**src/sv/gpm_pkg.sv**
```systemverilog
// Shared types and constants of the glob pattern matcher.
// No dependencies; the cells, the parser, the top level and the testbench import this package.
package gpm_pkg;

  // Widths that cover the whole legal range of the capacity parameters.
  localparam int unsigned TOTAL_W = 7;
  localparam int unsigned SLOT_W  = 3;

  typedef enum logic [1:0] {
    ACT_PAT_BYTE  = 2'd0,
    ACT_PAT_END   = 2'd1,
    ACT_TEXT_BYTE = 2'd2,
    ACT_TEXT_END  = 2'd3
  } action_e;

  typedef enum logic [1:0] {
    ST_OK   = 2'd0,
    ST_BAD  = 2'd1,
    ST_OVER = 2'd2,
    ST_NONE = 2'd3
  } status_e;

  typedef enum logic [1:0] {
    KIND_STAR = 2'd0,
    KIND_ANY  = 2'd1,
    KIND_SET  = 2'd2
  } kind_e;

  localparam logic [7:0] CH_STAR   = 8'h2A;
  localparam logic [7:0] CH_QUEST  = 8'h3F;
  localparam logic [7:0] CH_LBRACK = 8'h5B;
  localparam logic [7:0] CH_RBRACK = 8'h5D;
  localparam logic [7:0] CH_BANG   = 8'h21;
  localparam logic [7:0] CH_CARET  = 8'h5E;
  localparam logic [7:0] CH_HYPHEN = 8'h2D;
  localparam logic [7:0] CH_BSLASH = 8'h5C;

  localparam logic [0:0] REP_PATTERN = 1'b0;
  localparam logic [0:0] REP_TEXT    = 1'b1;

  // Write command broadcast from the parser to the element cells.
  typedef struct packed {
    logic               clr_all;
    logic [TOTAL_W-1:0] idx;
    logic               init;
    kind_e              kind;
    logic               set_neg;
    logic [1:0]         add_we;
    logic [SLOT_W-1:0]  slot0;
    logic [SLOT_W-1:0]  slot1;
    logic [15:0]        range0;
    logic [15:0]        range1;
  } gpm_cmd_t;

  typedef struct packed {
    logic clr;
    logic step;
  } gpm_col_t;

  typedef struct packed {
    logic    valid;
    logic    kind;
    status_e status;
    logic    use_match;
  } gpm_res_t;

endpackage

```
**src/sv/gpm_cell.sv**
```systemverilog
// One pattern element: its kind, byte ranges and prefix-match bit.
// Depends on gpm_pkg; cells chain left to right inside the top level.
module gpm_cell #(
  parameter int unsigned IDX        = 0,
  parameter int unsigned MAX_RANGES = 4,
  parameter int unsigned TW         = 6
) (
  input  logic             clk_i,
  input  logic             rst_ni,
  input  gpm_pkg::gpm_cmd_t cmd_i,
  input  gpm_pkg::gpm_col_t col_i,
  input  logic [7:0]       byte_i,
  input  logic [TW-1:0]    total_i,
  input  logic             closed_left_i,
  input  logic             next_left_i,
  output logic             closed_o,
  output logic             next_o
);
  import gpm_pkg::*;

  localparam int unsigned RCW = $clog2(MAX_RANGES + 1);

  kind_e          kind_q, kind_d;
  logic           neg_q, neg_d;
  logic [RCW-1:0] rc_q, rc_d;
  logic           col_q, col_d;
  logic [15:0]    ranges_q [MAX_RANGES];

  logic active, hit, target, accepts;

  assign active = TW'(IDX) < total_i;
  assign target = cmd_i.idx == TOTAL_W'(IDX);

  always_comb begin
    kind_d = kind_q;
    neg_d  = neg_q;
    rc_d   = rc_q;
    if (cmd_i.clr_all) begin
      kind_d = KIND_STAR;
      neg_d  = 1'b0;
      rc_d   = '0;
    end
    if (target) begin
      if (cmd_i.init) begin
        kind_d = cmd_i.kind;
        neg_d  = 1'b0;
        rc_d   = '0;
      end
      if (cmd_i.set_neg) begin
        neg_d = 1'b1;
      end
      rc_d = rc_d + RCW'(cmd_i.add_we[0]) + RCW'(cmd_i.add_we[1]);
    end
  end

  always_comb begin
    hit = 1'b0;
    for (int k = 0; k < MAX_RANGES; k++) begin
      if (RCW'(k) < rc_q && byte_i >= ranges_q[k][7:0] && byte_i <= ranges_q[k][15:8]) begin
        hit = 1'b1;
      end
    end
    accepts = hit ^ neg_q;
  end

  // Star closure: the left neighbor of a star is never a star, so its
  // closed bit equals its stored bit and the chain stays two levels deep.
  assign closed_o = col_q | (active & (kind_q == KIND_STAR) & closed_left_i);

  always_comb begin
    next_o = 1'b0;
    if (active) begin
      unique case (kind_q)
        KIND_STAR: next_o = closed_o | next_left_i;
        KIND_ANY:  next_o = closed_left_i;
        KIND_SET:  next_o = closed_left_i & accepts;
        default:   next_o = 1'b0;
      endcase
    end
  end

  always_comb begin
    col_d = col_q;
    if (col_i.clr) begin
      col_d = 1'b0;
    end else if (col_i.step) begin
      col_d = next_o;
    end
  end

  always_ff @(posedge clk_i or negedge rst_ni) begin
    if (!rst_ni) begin
      kind_q <= KIND_STAR;
      neg_q  <= 1'b0;
      rc_q   <= '0;
      col_q  <= 1'b0;
    end else begin
      kind_q <= kind_d;
      neg_q  <= neg_d;
      rc_q   <= rc_d;
      col_q  <= col_d;
    end
  end

  always_ff @(posedge clk_i) begin
    for (int k = 0; k < MAX_RANGES; k++) begin
      if (target && cmd_i.add_we[0] && cmd_i.slot0 == SLOT_W'(k)) begin
        ranges_q[k] <= cmd_i.range0;
      end else if (target && cmd_i.add_we[1] && cmd_i.slot1 == SLOT_W'(k)) begin
        ranges_q[k] <= cmd_i.range1;
      end
    end
  end

endmodule

```
**config.mk**
```make
export PLATFORM = sky130hd
export DESIGN_NAME = gpm_cell
export DESIGN_NICKNAME = d
export VERILOG_FILES = /design/src/sv/gpm_pkg.sv /design/src/sv/gpm_cell.sv
export SDC_FILE = /design/constraint.sdc
export NUM_CORES = 1
export LEC_CHECK = 0
export BUFFER_PORTS_ARGS = -buffer_cell sky130_fd_sc_hd__buf_2
export CAP_MARGIN = 15
export CORE_UTILIZATION = 30
export DETAILED_ROUTE_END_ITERATION = 10
export GPL_TIMING_DRIVEN = 0
export PLACE_DENSITY_LB_ADDON = 0.05
export SLEW_MARGIN = 20
export SYNTH_ARGS = -nofsm -noshare
export SYNTH_HDL_FRONTEND = slang
export SYNTH_SLANG_ARGS = --single-unit
```
**constraint.sdc**
```tcl
create_clock -name clk_i -period 4.4 [get_ports clk_i]
set_clock_uncertainty 0.2 [all_clocks]
set_input_delay 0.44 -clock clk_i [delete_from_list [all_inputs] [get_ports clk_i]]
set_output_delay 0.44 -clock clk_i [all_outputs]
set_load 0.02 [all_outputs]
```
## After elaboration in Yosys (flattened, before gate mapping)

Memories as Yosys holds them, arrays and structs flattened.
Cells that the tools add are included.

- $add $sub $neg: 2
- Bitwise operators: 10
- $lt $le $gt $ge: 13
- Muxes and demuxes: 43
- Equal/unequal tests: 8
- Reductions and logical operators: 23

Operator list:

| kind | count |
|---|---|
| two-way mux 16 bit | 4 |
| >= comparator 8 bit | 4 |
| less-or-equal comparator 8 bit | 4 |
| two-way mux 1 bit | 31 |
| logical AND 1 bit | 18 |
| equality test 3 x 2 -> 1 bit, second input constant | 4 |
| two-way mux 3 bit | 4 |
| logical NOT 7 bit | 1 |
| adder 3 x 1 -> 3 bit | 2 |
| equality test 3 x 1 -> 1 bit, second input constant | 2 |
| logical NOT 3 bit | 2 |
| less-than comparator 1 x 3 -> 1 bit, first input constant | 2 |
| less-than comparator 1 x 6 -> 1 bit, first input constant | 1 |
| less-than comparator 2 x 3 -> 1 bit, first input constant | 2 |
| two-way mux 2 bit | 3 |
| bitwise OR 1 bit | 6 |
| AND 1 bit | 3 |
| case mux 1 bit (3 select lines) | 1 |
| equality test 2 x 1 -> 1 bit, second input constant | 1 |
| equality test 2 bit, second input constant | 1 |
| logical NOT 2 bit | 1 |
| nonzero test 2 bit | 1 |
| XOR 1 bit | 1 |

- Logic and storage cells: 104
- Register bits after elaboration: 7
- Memories: 1
- Output and inout port bits: 2
- Input bits: 72
- Bits in writable memories: 64

Memory list:

| name | words | width | read ports | clocked after Yosys merged registers in | wr ports | RTL line | source |
|---|---|---|---|---|---|---|---|
| ranges_q | 4 | 16 | 4 | 0 | 4 | gpm_cell.sv:27 | `logic [15:0] ranges_q [MAX_RANGES];` |

## Logic depth before layout (Yosys ltp)

- Depth after elaboration: 13
- Depth in mapped cells: 9
- Depth with buffers taken out: 9

## Worst setup path after synthesis

Ideal clock, no wire load.

- Path kind: input to register
- Start point: input port cmd_i[46] (netlist bit)
- End point: memory ranges_q[2][0], enable pin
- Path slack: 1116 ps
- Data arrival time: 2673 ps
- Required time: 3789 ps
- Cell stages on the path: 5
- Buffers on the path: 1
- Setup time: 411 ps
- Path through: or4_4 -> nor4_4 -> buf_4 -> nand3_2 -> o21ai_0

RTL lines:

| what | RTL line | source |
|---|---|---|
| from (decl) | gpm_cell.sv:10 | `input gpm_pkg::gpm_cmd_t cmd_i,` |
| to (decl) | gpm_cell.sv:27 |  |

## Final worst setup path

- Start point: input port byte_i[0]
- End point: output port next_o

- Cells in the longest elaborated chain, start to end: 11
- Elaborated cells on any way between the ends: 24
- Classes of those cells: order compare: 8; mux: 6; bitwise: 2; reduce/logical: 8

Ends and longest elaborated chain:

| what | RTL line | source |
|---|---|---|
| from (decl) | gpm_cell.sv:12 | `input logic [7:0] byte_i,` |
| >= comparator 8 bit | gpm_cell.sv:59 | `if (RCW'(k) < rc_q && byte_i >= ranges_q[k][7:0] && byte_i <= ranges_q[k][15:8]) begin` |
| logical AND 1 bit (2 in series) | gpm_cell.sv:59 |  |
| two-way mux 1 bit (3 in series) | gpm_cell.sv:59 |  |
| two-way mux 1 bit * | gpm_cell.sv:59 |  |
| XOR 1 bit * | gpm_cell.sv:63 | `accepts = hit ^ neg_q;` |
| AND 1 bit * | gpm_cell.sv:76 | `KIND_SET: next_o = closed_left_i & accepts;` |
| case mux 1 bit (3 select lines) * | gpm_cell.sv:73 | `unique case (kind_q)` |
| two-way mux 1 bit * | gpm_cell.sv:72 | `if (active) begin` |
| to (decl) | gpm_cell.sv:17 | `output logic next_o` |

Every way passes the cells marked *; elsewhere a longest branch is shown, timed or not.

==> metrics.txt <==
# TYPE chip_impl_metric gauge
chip_impl_metric{name="syn_area",unit="mm²"} 0.004942
chip_impl_metric{name="synth_compound_gate_area_share",unit=""} 0.08810
chip_impl_metric{name="synth_enable_flop_cells",unit=""} 64
chip_impl_metric{name="die_height",unit="µm"} 130.4
chip_impl_metric{name="timing.fmax",unit="GHz"} 0.2656
chip_impl_metric{name="grt_start_max_net_pins",unit=""} 17
chip_impl_metric{name="place_area",unit="mm²"} 0.005608
chip_impl_metric{name="num-nets-final",unit=""} 662
chip_impl_metric{name="synth-adder-area-share",unit=""} 0.1686
chip_impl_metric{name="cts_htree_levels",unit=""} 3
chip_impl_metric{name="multi_input_area",unit="mm²"} 0.002556
chip_impl_metric{name="postSynthRegisterBits",unit=""} 71
chip_impl_metric{name="crit_required",unit="ns"} 3.76
chip_impl_info{name="timing.critical_path.to_type",value="output pin"} 1
chip_impl_metric{name="fp.dieW",unit="µm"} 130.4
chip_impl_metric{name="std_cell_rows",unit=""} 46
chip_impl_metric{name="first_drt_pass_iteration_count",unit=""} 7
chip_impl_info{name="yosys_most_used_dff",value="edfxtp_1"} 1
chip_impl_info{name="top_cell_type_by_total_area_after_synthesis",value="edfxtp_1"} 1
chip_impl_metric{name="final_cells",unit=""} 743
chip_impl_metric{name="total_leakage_power",unit="nW"} 2.584
chip_impl_info{name="critical_path_class",value="input port to output pin"} 1
chip_impl_metric{name="power",unit="mW"} 1.545
chip_impl_metric{name="post_synth_and_or_nand_nor_area_fraction",unit=""} 0.1020
chip_impl_metric{name="cts_setup_buffers",unit=""} 0
chip_impl_metric{name="ys_async_sr_fraction",unit=""} 0.09859
chip_impl_metric{name="port-buffer-count",unit=""} 73
chip_impl_metric{name="seq_area_frac_synth",unit=""} 0.4243
chip_impl_metric{name="routed_via_density",unit=""} 4.721
chip_impl_metric{name="critical_path.n_buffers_inverters",unit=""} 3
chip_impl_metric{name="cts_hold_repair.buffers",unit=""} 1
chip_impl_info{name="standard_cell_with_the_maximum_stage_delay_on_the_critical_path",value="a211oi_1"} 1
chip_impl_metric{name="slew_headroom",unit=""} 0.3611
chip_impl_metric{name="drtAntennaViolNets",unit=""} 0
chip_impl_metric{name="drv_slew",unit=""} 0
chip_impl_metric{name="final.min_clock_period",unit="ns"} 3.765
chip_impl_metric{name="number_of_buffers_on_the_longest_clock_path",unit=""} 2
chip_impl_metric{name="cts.sink_count",unit=""} 71
chip_impl_metric{name="p_per_area",unit="mW/mm²"} 263.5
chip_impl_metric{name="synth_top_area_share",unit=""} 0.3889
chip_impl_metric{name="ir_drop",unit="V"} 0.0001739
chip_impl_metric{name="dp_hpwl",unit="µm"} 9663
chip_impl_metric{name="worst_pin_slew",unit="ns"} 0.9584
chip_impl_metric{name="synthCells",unit=""} 438
chip_impl_metric{name="core",unit="mm²"} 0.01600
chip_impl_info{name="status",value="finished, final reports clean"} 1
chip_impl_metric{name="postRouteWirelength",unit="µm"} 12760
chip_impl_info{name="cts-root-buf",value="clkbuf_16"} 1
chip_impl_metric{name="grt_overflow",unit=""} 0
chip_impl_metric{name="clkSlewWorstSetupHoldPaths",unit="ns"} 0.05
chip_impl_metric{name="cts.repair.resized",unit=""} 0
chip_impl_metric{name="postLayoutCellArea",unit="mm²"} 0.005863
chip_impl_metric{name="yosys_warnings",unit=""} 0
chip_impl_metric{name="setup_violations",unit=""} 0
chip_impl_metric{name="cp_slowest_stage_delay",unit="ns"} 0.52
chip_impl_info{name="synth.top_cells.by_area",value="edfxtp_1 39%, ha_1 16%, mux2_2 12%, inv_1 5.0%, dfrtp_1 3.5%"} 1
chip_impl_metric{name="crit_fanout",unit=""} 8
chip_impl_metric{name="dpl.cell_count",unit=""} 728
chip_impl_metric{name="filler_cell_count",unit=""} 1655
chip_impl_metric{name="post_synthesis_mux_area_share",unit=""} 0.1554
chip_impl_info{name="synth_top_family_by_area",value="adder cells"} 1
chip_impl_metric{name="drcViolationCount",unit=""} 0
chip_impl_metric{name="antenna-diode-count",unit=""} 0
chip_impl_info{name="min-delay-path-class",value="input port to flop"} 1
chip_impl_metric{name="seq_area",unit="mm²"} 0.002097
chip_impl_metric{name="num_vias",unit=""} 3508
chip_impl_metric{name="post-route-worst-setup-slack",unit="ns"} 0.6348
chip_impl_info{name="rsz0062_at_grt",value="no"} 1
chip_impl_metric{name="numCtsBuffers",unit=""} 9
chip_impl_info{name="clock_tree_from_tritoncts",value="yes"} 1
chip_impl_info{name="path_cells",value="buf_2 > inv_1 > ha_1 > nand4_1 > or3b_2 > a21oi_1 > nor4_1 > a211oi_1 > nand2_1 > a211oi_1 > buf_2"} 1
chip_impl_metric{name="synth_xor_xnor_area_share",unit=""} 0
chip_impl_metric{name="average_routed_wire_per_standard_cell",unit="µm"} 17.17
chip_impl_metric{name="initial_antenna_violation_count",unit=""} 0
chip_impl_metric{name="top_level_ports",unit=""} 74
chip_impl_metric{name="worst_ep_arrival_time",unit="ns"} 3.13
chip_impl_metric{name="grt_first_pass_wirelength",unit="µm"} 19780
chip_impl_metric{name="groute.usage.overall",unit=""} 0.1642
chip_impl_metric{name="pre_cts_setup_slack",unit="ns"} 0.5925
chip_impl_metric{name="yosysUniqueCellTypes",unit=""} 48
chip_impl_metric{name="clock_insertion_delay_worst_skew",unit="ns"} 0.34
chip_impl_metric{name="min_period_over_period",unit=""} 0.8557
chip_impl_metric{name="die-area",unit="mm²"} 0.01699
chip_impl_metric{name="post_route_cells_drive_above_1_share",unit=""} 0.3112
chip_impl_metric{name="grt_pass1_vias",unit=""} 3681
chip_impl_metric{name="finalHoldViolCount",unit=""} 0
chip_impl_info{name="crit_path_start_kind",value="input port"} 1
chip_impl_metric{name="area_growth",unit="%"} 18.63
chip_impl_metric{name="synth.net_count",unit=""} 576
chip_impl_metric{name="drt-initial-drc-count",unit=""} 166
chip_impl_metric{name="worst_hold_slack",unit="ns"} 0.1261
chip_impl_metric{name="avgSynthCellArea",unit="µm²"} 11.28
chip_impl_metric{name="last_weighted_congestion_value_of_the_routability_driven_placer",unit=""} 0.7693
chip_impl_metric{name="initial_utilization",unit=""} 0.3089
chip_impl_metric{name="timing.max_cap.violations",unit=""} 0
chip_impl_info{name="path_delay_family",value="compound AO/OA/AOI/OAI gates"} 1
-- registers in the layout, summed over array words and instances (netlist names) --
name and flops:
col_q 1, rc_q 3, ranges_q 64, neg_q 1, kind_q 2
-- worst register-to-register path: cells and delay by family, from the launching register on --
| kind | cells | cell delay (ns) |
|---|---|---|
| buffers and inverters | 1 | 0.07 |
| flip-flops | 1 | 0.36 |
| AO/OA/AOI/OAI | 3 | 0.98 |
| AND/OR/NAND/NOR | 4 | 0.87 |
| adder cells (fa/ha/maj) | 1 | 0.25 |
-- cell usage in the layout, fill, tap and decap left out, drive strengths merged, types with 2 or more instances in the layout --
cell and n:
or2 2, clkinv 3, nor3 8, ha 65
clkbuf 11, a21oi 26, o21bai 3, nor2 14
nor3b 4, nand2b 3, o21ai 19, nand3 8
nor2b 8, or3 2, o211ai 3, edfxtp 64
inv 66, nand4 7, o21a 2, mux2 64
nand2 25, a211oi 9, dfrtp 7, buf 81
nor4 4
-- where the power goes --
part           leakage, nW  total [mW]  switching (mW)  internal [mW]
clock                0.120       0.639           0.268          0.370
combinational         1.79       0.168          0.0866         0.0813
sequential           0.672       0.738         0.00138          0.737
total                 2.58        1.55           0.356           1.19
-- per-stage QoR --
stage,utilization,setup TNS (ns)
floorplan,-,0
global placement,0.3486,-9.606
detailed placement,0.3505,0
CTS,0.3664,0
global route,0.3664,0
finish,0.3664,0
-- cells by family after synthesis --
| family | after synthesis |
|---|---|
| DFF | 71 |
| muxes | 65 |
| adders and majority gates | 66 |
| and+or+nand+nor | 93 |
| buffers and inverters | 73 |
| AOI/OAI and AO/OA | 70 |
-- metal layers --
metal | vias to the layer above | wire length [µm] | global-route usage
met5 | - | 0 | 0
met4 | 0 | 129 | 0.03854
met3 | 10 | 623 | 0.03895
met2 | 71 | 6098 | 0.2788
met1 | 1659 | 5907 | 0.2104
li1 | 1768 | - | -
-- final timing paths --
kind                       cells after the start                      start             endpoint  slack, ns
max reg2reg                                    9  ranges_q[2][11]$_DFFE_PP_    col_q$_DFFE_PN0P_       1.55
min in group asynchronous                      2                     rst_ni  kind_q[0]$_DFF_PN0_       0.27
min reg2reg                                    2        kind_q[1]$_DFF_PN0_  kind_q[1]$_DFF_PN0_       0.39
max                                           11                  byte_i[0]               next_o       0.63
min                                            3                  cmd_i[41]  kind_q[0]$_DFF_PN0_       0.13
max in group asynchronous                      2                     rst_ni    rc_q[1]$_DFF_PN0_       3.58
-- final cells by class --
type,count,area share
Multi-Input combinational cell,294,0.4360
Sequential cell,71,0.3577
Timing Repair Buffer,75,0.06658
Tap cell,216,0.04609
Inverter,66,0.04225
Clock buffer,11,0.03969
Buffer,7,0.009603
Clock inverter,3,0.002134
-- cell usage after synthesis (2+ instances only) --
cell type / instances
nor3_1: 8
o21ai_0: 19
or3_1: 2
nand2_1: 25
dfrtp_1: 7
a21oi_1: 26
nor2_1: 14
nor4_1: 3
o21bai_1: 3
nor2b_1: 8
mux2_4: 10
o211ai_1: 3
buf_2: 3
a211oi_1: 8
buf_6: 3
o21a_1: 2
edfxtp_1: 64
ha_1: 65
nor3b_1: 4
nand3_1: 7
inv_1: 66
nand2b_1: 3
mux2_2: 54
nand4_1: 7
Note: power is estimated with default switching activity, not from simulation.
