--- src/sv/gpm_pkg.sv ---
// Shared types and constants of the glob pattern matcher.
// No dependencies; the cells, the parser, the top level and the testbench import this package.
package gpm_pkg;

  // Widths that cover the whole legal range of the capacity parameters.
  localparam int unsigned TOTAL_W = 7;
  localparam int unsigned SLOT_W  = 3;

  typedef enum logic [1:0] {
    ACT_PAT_BYTE  = 2'd0,
    ACT_PAT_END   = 2'd1,
    ACT_TEXT_BYTE = 2'd2,
    ACT_TEXT_END  = 2'd3
  } action_e;

  typedef enum logic [1:0] {
    ST_OK   = 2'd0,
    ST_BAD  = 2'd1,
    ST_OVER = 2'd2,
    ST_NONE = 2'd3
  } status_e;

  typedef enum logic [1:0] {
    KIND_STAR = 2'd0,
    KIND_ANY  = 2'd1,
    KIND_SET  = 2'd2
  } kind_e;

  localparam logic [7:0] CH_STAR   = 8'h2A;
  localparam logic [7:0] CH_QUEST  = 8'h3F;
  localparam logic [7:0] CH_LBRACK = 8'h5B;
  localparam logic [7:0] CH_RBRACK = 8'h5D;
  localparam logic [7:0] CH_BANG   = 8'h21;
  localparam logic [7:0] CH_CARET  = 8'h5E;
  localparam logic [7:0] CH_HYPHEN = 8'h2D;
  localparam logic [7:0] CH_BSLASH = 8'h5C;

  localparam logic [0:0] REP_PATTERN = 1'b0;
  localparam logic [0:0] REP_TEXT    = 1'b1;

  // Write command broadcast from the parser to the element cells.
  typedef struct packed {
    logic               clr_all;
    logic [TOTAL_W-1:0] idx;
    logic               init;
    kind_e              kind;
    logic               set_neg;
    logic [1:0]         add_we;
    logic [SLOT_W-1:0]  slot0;
    logic [SLOT_W-1:0]  slot1;
    logic [15:0]        range0;
    logic [15:0]        range1;
  } gpm_cmd_t;

  typedef struct packed {
    logic clr;
    logic step;
  } gpm_col_t;

  typedef struct packed {
    logic    valid;
    logic    kind;
    status_e status;
    logic    use_match;
  } gpm_res_t;

endpackage

--- src/sv/gpm_parser.sv ---
// Pattern compiler and action sequencer: one transaction per cycle in which acc_i is set.
// Depends on gpm_pkg; drives the element cells and the report.
module gpm_parser #(
  parameter int unsigned MAX_ELEMENTS = 32,
  parameter int unsigned MAX_RANGES   = 4,
  parameter int unsigned TW           = 6
) (
  input  logic              clk_i,
  input  logic              rst_ni,
  input  logic              acc_i,
  input  gpm_pkg::action_e  action_i,
  input  logic [7:0]        byte_i,
  output gpm_pkg::gpm_cmd_t cmd_o,
  output gpm_pkg::gpm_col_t col_o,
  output gpm_pkg::gpm_res_t res_o,
  output logic [TW-1:0]     total_o
);
  import gpm_pkg::*;

  localparam int unsigned RCW = $clog2(MAX_RANGES + 1);

  typedef enum logic [2:0] {
    M_NORMAL, M_ESC, M_OPEN, M_BODY, M_CLASS_ESC, M_RANGE_ESC, M_DEAD, M_LOADED
  } mode_e;

  localparam logic [2:0] HF_ATOM   = 3'b001;
  localparam logic [2:0] HF_HYPHEN = 3'b010;
  localparam logic [2:0] HF_LONE   = 3'b100;

  mode_e          mode_q, mode_d;
  logic [7:0]     ha_q, ha_d;
  logic [2:0]     hf_q, hf_d;
  logic [2:0]     cit_q, cit_d;
  status_e        st_q, st_d;
  logic [TW-1:0]  tot_q, tot_d;
  logic [RCW-1:0] rc_q, rc_d;
  logic           ls_q, ls_d;

  logic       req [2];
  logic [7:0] rlo [2];
  logic [7:0] rhi [2];
  logic       close, pend, ready, simple;
  kind_e      skind;

  assign ready   = (mode_q == M_LOADED) && (st_q == ST_OK);
  assign total_o = tot_q;

  always_comb begin
    mode_d = mode_q; ha_d = ha_q; hf_d = hf_q; cit_d = cit_q;
    st_d = st_q; tot_d = tot_q; rc_d = rc_q; ls_d = ls_q;
    cmd_o = '0;
    cmd_o.kind = KIND_STAR;
    col_o = '0;
    res_o = '0;
    res_o.status = ST_OK;
    req = '{1'b0, 1'b0};
    rlo = '{8'd0, 8'd0};
    rhi = '{8'd0, 8'd0};
    close = 1'b0; pend = 1'b0; simple = 1'b0;
    skind = KIND_STAR;

    if (acc_i) begin
      unique case (action_i)
        ACT_PAT_BYTE, ACT_PAT_END: begin
          if (mode_q == M_LOADED) begin
            tot_d = '0; ha_d = '0; hf_d = '0; cit_d = '0; mode_d = M_NORMAL;
            st_d = ST_OK; rc_d = '0; ls_d = 1'b0;
            cmd_o.clr_all = 1'b1;
            col_o.clr = 1'b1;
          end
          if (st_q == ST_NONE) begin
            st_d = ST_OK;
            col_o.clr = 1'b1;
          end
          cmd_o.idx = TOTAL_W'(tot_d);
          if (action_i == ACT_PAT_BYTE) begin
            unique case (mode_d)
              M_NORMAL: begin
                if (byte_i == CH_STAR) begin
                  simple = 1'b1; skind = KIND_STAR;
                end else if (byte_i == CH_QUEST) begin
                  simple = 1'b1; skind = KIND_ANY;
                end else if (byte_i == CH_LBRACK) begin
                  if (tot_d < TW'(MAX_ELEMENTS)) begin
                    cmd_o.init = 1'b1;
                    cmd_o.kind = KIND_SET;
                  end else if (st_d == ST_OK) begin
                    st_d = ST_OVER;
                  end
                  cit_d = '0; hf_d = '0; mode_d = M_OPEN; rc_d = '0;
                end else if (byte_i == CH_BSLASH) begin
                  mode_d = M_ESC;
                end else begin
                  simple = 1'b1; skind = KIND_SET;
                end
              end
              M_ESC: begin
                simple = 1'b1; skind = KIND_SET; mode_d = M_NORMAL;
              end
              M_OPEN, M_BODY: begin
                if (mode_d == M_OPEN && (byte_i == CH_BANG || byte_i == CH_CARET)) begin
                  mode_d = M_BODY;
                  cmd_o.set_neg = tot_d < TW'(MAX_ELEMENTS);
                end else begin
                  mode_d = M_BODY;
                  if ((hf_d & HF_LONE) != '0) begin
                    if (byte_i == CH_RBRACK) begin
                      req[0] = 1'b1; rlo[0] = CH_HYPHEN; rhi[0] = CH_HYPHEN; close = 1'b1;
                    end else begin
                      st_d = ST_BAD; mode_d = M_DEAD;
                    end
                  end else if ((hf_d & HF_HYPHEN) != '0) begin
                    if (byte_i == CH_RBRACK) begin
                      req[0] = 1'b1; rlo[0] = ha_d; rhi[0] = ha_d;
                      req[1] = 1'b1; rlo[1] = CH_HYPHEN; rhi[1] = CH_HYPHEN;
                      close = 1'b1;
                    end else if (byte_i == CH_BSLASH) begin
                      mode_d = M_RANGE_ESC;
                    end else if (byte_i == CH_HYPHEN) begin
                      st_d = ST_BAD; mode_d = M_DEAD;
                    end else if (ha_d > byte_i) begin
                      st_d = ST_BAD; mode_d = M_DEAD;
                    end else begin
                      req[0] = 1'b1; rlo[0] = ha_d; rhi[0] = byte_i; hf_d = '0;
                    end
                  end else if ((hf_d & HF_ATOM) != '0 && byte_i == CH_HYPHEN) begin
                    hf_d = hf_d | HF_HYPHEN;
                  end else begin
                    if ((hf_d & HF_ATOM) != '0) begin
                      req[0] = 1'b1; rlo[0] = ha_d; rhi[0] = ha_d; hf_d = '0; pend = 1'b1;
                    end
                    if (byte_i == CH_RBRACK) begin
                      if (cit_d == '0 && !pend) begin
                        st_d = ST_BAD; mode_d = M_DEAD;
                      end else begin
                        close = 1'b1;
                      end
                    end else if (byte_i == CH_HYPHEN) begin
                      if (cit_d == '0 && !pend) begin
                        req[1] = 1'b1; rlo[1] = CH_HYPHEN; rhi[1] = CH_HYPHEN;
                      end else begin
                        hf_d = HF_LONE;
                      end
                    end else if (byte_i == CH_BSLASH) begin
                      mode_d = M_CLASS_ESC;
                    end else begin
                      ha_d = byte_i; hf_d = HF_ATOM;
                    end
                  end
                end
              end
              M_CLASS_ESC: begin
                ha_d = byte_i; hf_d = HF_ATOM; mode_d = M_BODY;
              end
              M_RANGE_ESC: begin
                if (ha_d > byte_i) begin
                  st_d = ST_BAD; mode_d = M_DEAD;
                end else begin
                  req[0] = 1'b1; rlo[0] = ha_d; rhi[0] = byte_i; hf_d = '0; mode_d = M_BODY;
                end
              end
              default: ;
            endcase

            // A literal, an any byte or a star becomes an element of its own; a star right after a star folds into it.
            if (simple && !(skind == KIND_STAR && tot_d != '0 && ls_d)) begin
              if (tot_d >= TW'(MAX_ELEMENTS)) begin
                if (st_d == ST_OK) st_d = ST_OVER;
              end else begin
                cmd_o.init = 1'b1;
                cmd_o.kind = skind;
                if (skind == KIND_SET) begin
                  cmd_o.add_we[0] = 1'b1;
                  cmd_o.slot0 = '0;
                  cmd_o.range0 = {byte_i, byte_i};
                end
                tot_d = tot_d + 1'b1;
                ls_d = skind == KIND_STAR;
                rc_d = '0;
              end
            end

            for (int i = 0; i < 2; i++) begin
              if (req[i]) begin
                if (cit_d != 3'd7) cit_d = cit_d + 1'b1;
                if (tot_d < TW'(MAX_ELEMENTS)) begin
                  if (rc_d < RCW'(MAX_RANGES)) begin
                    cmd_o.add_we[i] = 1'b1;
                    if (i == 0) begin
                      cmd_o.slot0 = SLOT_W'(rc_d);
                      cmd_o.range0 = {rhi[i], rlo[i]};
                    end else begin
                      cmd_o.slot1 = SLOT_W'(rc_d);
                      cmd_o.range1 = {rhi[i], rlo[i]};
                    end
                    rc_d = rc_d + 1'b1;
                  end else if (st_d == ST_OK) begin
                    st_d = ST_OVER;
                  end
                end
              end
            end

            if (close) begin
              if (tot_d < TW'(MAX_ELEMENTS)) begin
                tot_d = tot_d + 1'b1;
                ls_d = 1'b0;
              end
              hf_d = '0; mode_d = M_NORMAL; rc_d = '0;
            end
          end else begin
            if (mode_d != M_NORMAL) st_d = ST_BAD;
            mode_d = M_LOADED;
            hf_d = '0;
            col_o.clr = 1'b1;
            res_o.valid = 1'b1;
            res_o.kind = REP_PATTERN;
            res_o.status = st_d;
          end
        end
        ACT_TEXT_BYTE: begin
          col_o.step = ready;
        end
        ACT_TEXT_END: begin
          res_o.valid = 1'b1;
          res_o.kind = REP_TEXT;
          res_o.use_match = ready;
          if (ready) begin
            res_o.status = ST_OK;
          end else begin
            res_o.status = (mode_q == M_LOADED) ? st_q : ST_NONE;
          end
          col_o.clr = 1'b1;
        end
        default: ;
      endcase
    end
  end

  always_ff @(posedge clk_i or negedge rst_ni) begin
    if (!rst_ni) begin
      mode_q <= M_NORMAL;
      ha_q   <= '0;
      hf_q   <= '0;
      cit_q  <= '0;
      st_q   <= ST_NONE;
      tot_q  <= '0;
      rc_q   <= '0;
      ls_q   <= 1'b0;
    end else begin
      mode_q <= mode_d;
      ha_q   <= ha_d;
      hf_q   <= hf_d;
      cit_q  <= cit_d;
      st_q   <= st_d;
      tot_q  <= tot_d;
      rc_q   <= rc_d;
      ls_q   <= ls_d;
    end
  end

  a_total_cap: assert property (@(posedge clk_i) disable iff (!rst_ni)
    tot_q <= TW'(MAX_ELEMENTS)) else $error("element count past capacity");
  a_rc_cap: assert property (@(posedge clk_i) disable iff (!rst_ni)
    rc_q <= RCW'(MAX_RANGES)) else $error("range count past capacity");
  a_dead_bad: assert property (@(posedge clk_i) disable iff (!rst_ni)
    mode_q == M_DEAD |-> st_q == ST_BAD) else $error("dead parser without fault status");

endmodule

--- config.mk ---
export PLATFORM = sky130hd
export DESIGN_NAME = gpm_parser
export DESIGN_NICKNAME = d
export VERILOG_FILES = /design/src/sv/gpm_pkg.sv /design/src/sv/gpm_parser.sv
export SDC_FILE = /design/constraint.sdc
export NUM_CORES = 1
export LEC_CHECK = 0
export BUFFER_PORTS_ARGS = -buffer_cell sky130_fd_sc_hd__buf_4
export CORE_ASPECT_RATIO = 2
export CORE_UTILIZATION = 45
export CTS_CLUSTER_SIZE = 14
export DETAILED_ROUTE_END_ITERATION = 8
export HOLD_SLACK_MARGIN = 0.1
export PLACE_DENSITY = 0.68
export REMOVE_ABC_BUFFERS = 1
export SLEW_MARGIN = 20
export SYNTH_ARGS = -nofsm -noshare
export SYNTH_HDL_FRONTEND = slang
export SYNTH_SLANG_ARGS = --single-unit
--- constraint.sdc ---
create_clock -name clk_i -period 5.1 [get_ports clk_i]
set_input_delay 0.51 -clock clk_i [delete_from_list [all_inputs] [get_ports clk_i]]
set_output_delay 0.51 -clock clk_i [all_outputs]
set_load 0.1 [all_outputs]
Word level (Yosys, flattened, before mapping)
Cells that the tools add are included.

Add/subtract/negate cells: 6. $lt $le $gt $ge: 6. Equality and inequality tests: 21. Muxes and demuxes: 282. Reductions and logical operators: 24.

Operators by type and width (number): $mux 3 (87); $mux 8 (26); $mux 16 (11); $mux 2 (59); $mux 39 (3); $mux 52 (2); $mux 6 (15); $mux 1 (62); $pmux 8 s2 (3); $mux 44 (1); $eq 8x6->1 const B (4); $eq 8x7->1 const B (4); $mux 4 (4); $pmux 3 s5 (1); $logic_not 2->1 (7); $add 3x1->3 const B (4); $add 6x1->6 const B (2); $lt 6x6->1 const B (2); $pmux 3 s4 (1); $eq 3x3->1 const B (3); $eq 2x2->1 const B (4); $gt 8x8->1 (1); $pmux 4 s2 (1); $logic_and 1x1->1 (7); 17 further kinds (25).

Flip-flop bits (word level): 29. Output and inout bits: 65. Word-level logic and storage cells: 347.

Longest topological paths before layout
Gate-level depths: netlist (run 1).

Depth after elaboration: 46. Depth in mapped cells: 23. Mapped depth without buffers: 19.

Worst setup path before layout (run 1)
No wires, ideal clock.

Kind: reg-to-output. From: register mode_q[1]. To: output cmd_o[10] in the netlist's numbering. Data arrival time: 9295 ps. Data required time: 4590 ps. Setup slack: -4705 ps. Cell stages (with the launch flop): 15. Buffers on the path: 6. Cell sequence: dfrtp_1 -> buf_2 -> nand3_2 -> buf_2 -> clkbuf_1 -> clkbuf_1 -> nand2_1 -> ha_1 -> maj3_1 -> o211ai_1 -> nand2_1 -> or3_1 -> clkbuf_1 -> a2111oi_0 -> buf_4.

RTL lines: from (decl) (RTL line gpm_parser.sv:30) `mode_e mode_q, mode_d;`; from (signal assigned) (RTL line gpm_parser.sv:251) `mode_q <= mode_d;`; to (decl) (RTL line gpm_parser.sv:13) `output gpm_pkg::gpm_cmd_t cmd_o,`.

==> run summary, run 1 <==
Input/output buffers: 66
Ratio of cells with drive above 1 in the final layout: 0.1795
Slew @ Worst Pin: 0.8520 ns
Power Density: 327.2 mW/mm2
Yosys Warn Count: 0
DRT antenna net count: 0
Drt total wl: 16.67 mm
CTS-repair resized insts: 0
Antenna violations before repair: 0
Max Cap Violations: 0
Tot GR Track Use: 0.3785
CTS Buffer Depth: 2
Netlist cell types: 77
Ys flop type: dfrtp_1
Static Leak: 2.082 nW
Asr flop ratio synth: 1.000
Synth Area in XOR/XNOR: 0.01976
I/O pins: 78
Placed Instance Area: 0.004491 mm2
CTS Sinks: 29
Setup repair bufs after CTS: 0
Vias in the first global route: 4645
CP startpoint kind: register
Vias per cell: 6.678
CTS HTree Levels: 2
Slowest stage cell, crit path: or3_1
Hold_buf cts: 0
Cell area after layout: 0.004686 mm2
Fin worst setup slack: 0.2711 ns
Hold Vio Cnt, Final: 0
Avg Inst Size Synth: 6.797 um2
Fmax: 0.2071 GHz
Status: completed
Layout Skew: 0.01021 ns
Drt first-iter violations: 407
CP peak stage delay: 0.52 ns
Worst-path cell chain: nand3_2, nand2_1, inv_1, ha_1, a211oi_1, o31ai_1, a41oi_1, o21ai_1, a211oi_2, nor3_1, buf_4, or3_1, or3_4, o32ai_1, buf_4
Root Driver: clkbuf_16
Fin crit share: 0.9468
Area share of the largest cell type after synthesis: 0.1693
Final Max Slew Viols: 0
Residual DRC: 0
Crit Path Class: reg -> out
DR WL/cell: 22.67 um
Post-placement setup slack: 0.5463 ns
Post-Syn Instances: 587
Die ar.: 0.009270 mm2
Most used cell, CP: buf_4
Tot Pwr: 0.001533 W
Compound-gate portion of the synthesized area: 0.3283
Worst hold slack: 0.1586 ns
Simple-Gate Fraction of Synth Area: 0.3111
Multiplexer area fraction after synthesis: 0.01631
Post-Synth Adder-Cell Area: 0.04955
Remaining global-route overflow: 0
Pin count of the biggest net entering global routing: 30
Worst min path class: in -> async
Row cnt: 48
Pre-Repair DR Iteration Count: 5
Core ar.: 0.008588 mm2
# diodes: 0
WP data arrival: 4.32 ns
Post-layout min period: 4.829 ns
Rel. slew slack: 0.4268
Synth area leaders: dfrtp_1, nand2_1, a21oi_1
Initial Util: 0.4646
Number of flops mapped to enable cells by yosys: 0
Max FO, Critical Path: 16
Finish-stage setup viols: 0
Post-synthesis cell area: 0.003990 mm2
Placer Congestion: 1.015
Die span in y: 135.2 um
Clock buffer count from CTS: 5
VDD IR max: 0.0002512 V
WP data required: 4.59 ns
Worst skew pair latency: 0.29 ns
Setup crit end kind: output port
CTS tree: done
RSZ-0062 raised after global routing: false
Fin Setup TNS: 0 ns
Vias post-DR: 4908
First-pass GRT wire length: 25.21 mm
DP Wirelength: 12.62 mm
Main combinational cell family by area after synthesis: compound AO/OA/AOI/OAI gates
Die W: 68.59 um
Layout area overhead: 17.43%
Clock slew seen by the registers of the worst setup and hold paths: 0.06 ns
Area leader, netlist: dfrtp_1
# nets final: 662
Yosys reg bits: 29
Sequential area share after synthesis: 0.1825
final cells by class:
cell class | count | area, um2
Multi-Input combinational cell | 494 | 2940
Sequential cell | 29 | 728.2
Fill cell | 874 | 3902
Tap cell | 100 | 125.1
Inverter | 21 | 78.83
Timing Repair Buffer | 83 | 623.1
Clock buffer | 5 | 125.1
Clock inverter | 3 | 65.06
routing by layer:
metal  wire length (um)  up-vias  track usage
li1                   -     2225            -
met1               5592     2306       0.3744
met2               8170      272       0.6106
met3               1268      105       0.1027
met4               1635        0       0.3438
met5                  0        -            0
layout by cell type, fill, tap and decap left out, types with 8 or more instances in the layout:
master,synthesis,final
nor2_1,50,50
a21oi_1,53,53
nand3_1,20,20
a31oi_1,12,12
nor3_1,18,18
and3_1,13,13
nand2_1,88,88
o22ai_1,8,8
inv_1,21,21
buf_4,18,83
o21ai_0,42,42
o211ai_1,9,9
and2_1,10,10
conb_1,1,11
ha_1,15,15
dfrtp_1,27,27
a22o_1,12,12
per-stage QoR:
stage,instances,util
3_3_place_gp,727,0.5229
6_report,735,0.5456
3_5_place_dp,727,0.5229
2_1_floorplan,544,-
5_1_grt,735,0.5456
4_1_cts,735,0.5450
registers in the layout, summed over array words and instances, names as in the netlist:
| name | count |
|---|---|
| cit_q | 3 |
| st_q | 2 |
| rc_q | 3 |
| mode_q | 3 |
| ls_q | 1 |
| hf_q | 3 |
| ha_q | 8 |
| total_o | 6 |
synth_stat cells (all sizes together) (7+ instances only):
library cell and number:
a21o 7, a21oi 53, a22o 12, a31oi 12, and2 10, and3 13, buf 31, clkbuf 22
dfrtp 27, ha 15, inv 21, nand2 88, nand3 23, nand4 7, nor2 50, nor3 19
o211ai 9, o21ai 48, o22ai 8, o31ai 7, or3 7
power by group:
| part | leakage [nW] | internal, W | switching [W] |
|---|---|---|---|
| combinational | 1.61 | 0.000229 | 0.000575 |
| clock | 0.0938 | 0.000279 | 0.000117 |
| sequential | 0.374 | 0.000267 | 0.0000655 |
| total | 2.08 | 0.000775 | 0.000758 |
critical path: cells and delay by family (launching register included):
family | cells | cell delay [ns]
compound gates | 6 | 1.33
fa+ha+maj | 1 | 0.28
buf+inv | 3 | 0.56
flops | 1 | 0.36
simple gates | 5 | 1.49
kinds of logic after synthesis:
group	after synthesis
AO/OA/AOI/OAI	202
AND/OR/NAND/NOR	250
XOR/XNOR	9
multiplexers	6
buffers and inverters	74
flip-flops	29
adder cells (fa/ha/maj)	16
other	1
final timing paths:
check,start,endpoint,slack [ns],cells past startpoint
worst max-delay path,mode_q[1]$_DFFE_PN0P_,cmd_o[31],0.27,15
min in group clk_i,rc_q[0]$_DFFE_PN0P_,rc_q[0]$_DFFE_PN0P_,0.47,2
max in group asynchronous,rst_ni,st_q[0]$_DFFE_PN1P_,4.59,1
worst min register to register,rc_q[0]$_DFFE_PN0P_,rc_q[0]$_DFFE_PN0P_,0.47,2
worst max register to register,mode_q[1]$_DFFE_PN0P_,rc_q[2]$_DFFE_PN0P_,0.83,14
worst min-delay path,rst_ni,ha_q[3]$_DFFE_PN0P_,0.16,1
(Power assumes the default switching activity.)
==> run 2, diff against run 1 <==
--- a/config.mk
+++ b/config.mk
@@ -8,10 +8,12 @@
 export BUFFER_PORTS_ARGS = -buffer_cell sky130_fd_sc_hd__buf_4
 export CORE_ASPECT_RATIO = 2
 export CORE_UTILIZATION = 45
+export CTS_CLUSTER_DIAMETER = 40
 export CTS_CLUSTER_SIZE = 14
 export DETAILED_ROUTE_END_ITERATION = 8
 export HOLD_SLACK_MARGIN = 0.1
 export PLACE_DENSITY = 0.68
+export RECOVER_POWER = 100
 export REMOVE_ABC_BUFFERS = 1
 export SLEW_MARGIN = 20
 export SYNTH_ARGS = -nofsm -noshare
==> run 2 against run 1 <==
Against the previous run:
- hold slack improved by 0.31 ns
- power fell by 0.76%
- largest cell class unchanged
- largest power group unchanged
- the run now ends with capacitance limit, slew limit left
- combinational power fell by 1%
==> run summary, run 2 (synthesis results as in run 1) <==
Status: finished, violations left
Violated checks: capacitance limit, slew limit
Rel. slew slack: -0.2226 (-0.6494)
# diodes: 0 (unchanged)
Vias in the first global route: 4645 (unchanged)
I/O pins: 78 (unchanged)
Hold Crit Start: rc_q[0]$_DFFE_PN0P_
Worst min path class: reg -> reg
Max reg flops: 8 (unchanged)
Row cnt: 48 (unchanged)
Power Density: 335.0 mW/mm2 (+2.4%)
Clock buffer count from CTS: 5 (unchanged)
Fin worst setup slack: 0.1855 ns (-0.08566 ns)
CTS HTree Levels: 2 (unchanged)
Layout Skew: 0.009055 ns (-0.001159 ns)
Slew @ Worst Pin: 1.834 ns (+0.9820 ns)
Fmax: 0.2035 GHz (-1.7%)
Core ar.: 0.008588 mm2 (unchanged)
Post-layout min period: 4.915 ns (+0.08566 ns)
Final cell count without fillers: 735 (unchanged)
Ratio of cells with drive above 1 in the final layout: 0.1354 (-0.04409)
Worst skew pair latency: 0.29 ns (about the same)
Finish-stage setup viols: 0 (unchanged)
Layout area overhead: 13.83%
WP data arrival: 4.40 ns (+0.08 ns)
Placed insts: 727 (unchanged)
Top reg by flops: ha_q
Input/output buffers: 66 (unchanged)
CP startpoint kind: input port
DP Wirelength: 12.62 mm (unchanged)
Setup crit end kind: output port
Fin crit share: 0.9636 (+0.01680)
Vias post-DR: 4939 (+0.63%)
Initial Util: 0.4646 (unchanged)
Remaining global-route overflow: 0 (unchanged)
Setup repair bufs after CTS: 0 (unchanged)
Antenna violations before repair: 0 (unchanged)
Die ar.: 0.009270 mm2 (unchanged)
R2r startpoint: mode_q[1]$_DFFE_PN0P_
# nets final: 662 (unchanged)
DR WL/cell: 22.77 um (+0.43%)
Residual DRC: 0 (unchanged)
Static Leak: 1.954 nW (-6.1%)
CTS tree: done
Commonest non-fill, non-tap cell in the layout: nand2_1
Drt total wl: 16.74 mm (+0.43%)
CTS Sinks: 29 (unchanged)
Tot GR Track Use: 0.3785 (unchanged)
Vias per cell: 6.720 (+0.63%)
Drt first-iter violations: 390 (-4.2%)
Placed Instance Area: 0.004491 mm2 (unchanged)
Crit. Startpoint: byte_i[6]
VDD IR max: 0.0002239 V (-11%)
CTS Buffer Depth: 2 (unchanged)
DRT antenna net count: 0 (unchanged)
Clock slew seen by the registers of the worst setup and hold paths: 0.05 ns (about the same)
Placer Congestion: 1.015 (unchanged)
RSZ-0062 raised after global routing: false
Die span in y: 135.2 um (unchanged)
Pin count of the biggest net entering global routing: 30 (unchanged)
Cell area after layout: 0.004542 mm2 (-3.1%)
Tot Pwr: 0.001521 W (-0.76%)
Post-placement setup slack: 0.5463 ns (unchanged)
Hold Vio Cnt, Final: 0 (unchanged)
WP data required: 4.59 ns (about the same)
Root Driver: clkbuf_16
Crit Path Class: in -> out
Die W: 68.59 um (unchanged)
Final Max Slew Viols: 30 (+30)
First-pass GRT wire length: 25.21 mm (unchanged)
Pre-Repair DR Iteration Count: 6 (+1)
Max FO, Critical Path: 9 (-7)
Most frequent cells in the layout: nand2_1, a21oi_1, nor2_1, o21ai_0, buf_4
Max Cap Violations: 1 (+1)
run 2: changes by cell type in the layout (fill, tap and decap cells not counted), sizes merged:
| cell | before | now |
|---|---|---|
| buf | 83 | 29 |
| clkbuf | 5 | 59 |
run 2: final cells by class:
class                      instances  area, um2
fill                             904       4046
multi-input combinational        494       2930
sequential                        29      728.2
timing repair buffer              83      489.2
clock buffer                       5      125.1
tap                              100      125.1
inverter                          21      78.83
clock inverter                     3      65.06
run 2: stage by stage:
stage | hold WS (ns) | util | TNS (ns)
global route | 0.5037 | 0.5288 | 0
finish | 0.4666 | 0.5288 | 0
global placement | 0.4569 | 0.5229 | 0
CTS | 0.1770 | 0.5450 | 0
detailed placement | 0.4585 | 0.5229 | 0
floorplan | 0.2144 | - | -285.29
run 2: final timing paths:
| check | to | slack [ns] | depth (start not counted) |
|---|---|---|---|
| max in group asynchronous | rc_q[2]$_DFFE_PN0P_ | 3.30 | 1 |
| hold / removal | rc_q[0]$_DFFE_PN0P_ | 0.47 | 2 |
| min in group asynchronous | ha_q[3]$_DFFE_PN0P_ | 0.71 | 1 |
| setup reg to reg | cit_q[0]$_DFFE_PN0P_ | 0.79 | 18 |
| setup / recovery | cmd_o[32] | 0.19 | 12 |
| hold reg to reg | rc_q[0]$_DFFE_PN0P_ | 0.47 | 2 |
run 2: per-layer routing:
metal	track usage	vias to the layer above	wire, um
met1	0.3744	2269	5553
met5	0	-	0
met3	0.1027	109	1297
li1	-	2219	-
met2	0.6106	342	8237
met4	0.3438	0	1649
run 2: timing repair:
item,CTS,global route
endpoints found under the hold margin,0,0
gates resized for setup,0,1
hold buffers,0,0
setup endpoints to repair,0,1
run 2: power breakdown:
group / internal, W / switching, W / total [W] / leakage, nW
clock network: 0.000279 / 0.000116 / 0.000395 / 0.0938
logic: 0.000216 / 0.000578 / 0.000794 / 1.49
registers: 0.000267 / 0.0000663 / 0.000333 / 0.374
run 2: worst max-delay path, stage by stage:
cell,delay [ns]
clkbuf_1,0.19
nor3b_1,0.70
o211ai_1,0.27
nor4_1,0.68
or3_4,0.28
and3_1,0.39
inv_1,0.15
ha_1,0.30
mux2_2,0.30
ha_1,0.20
and3_1,0.14
clkbuf_4,0.27
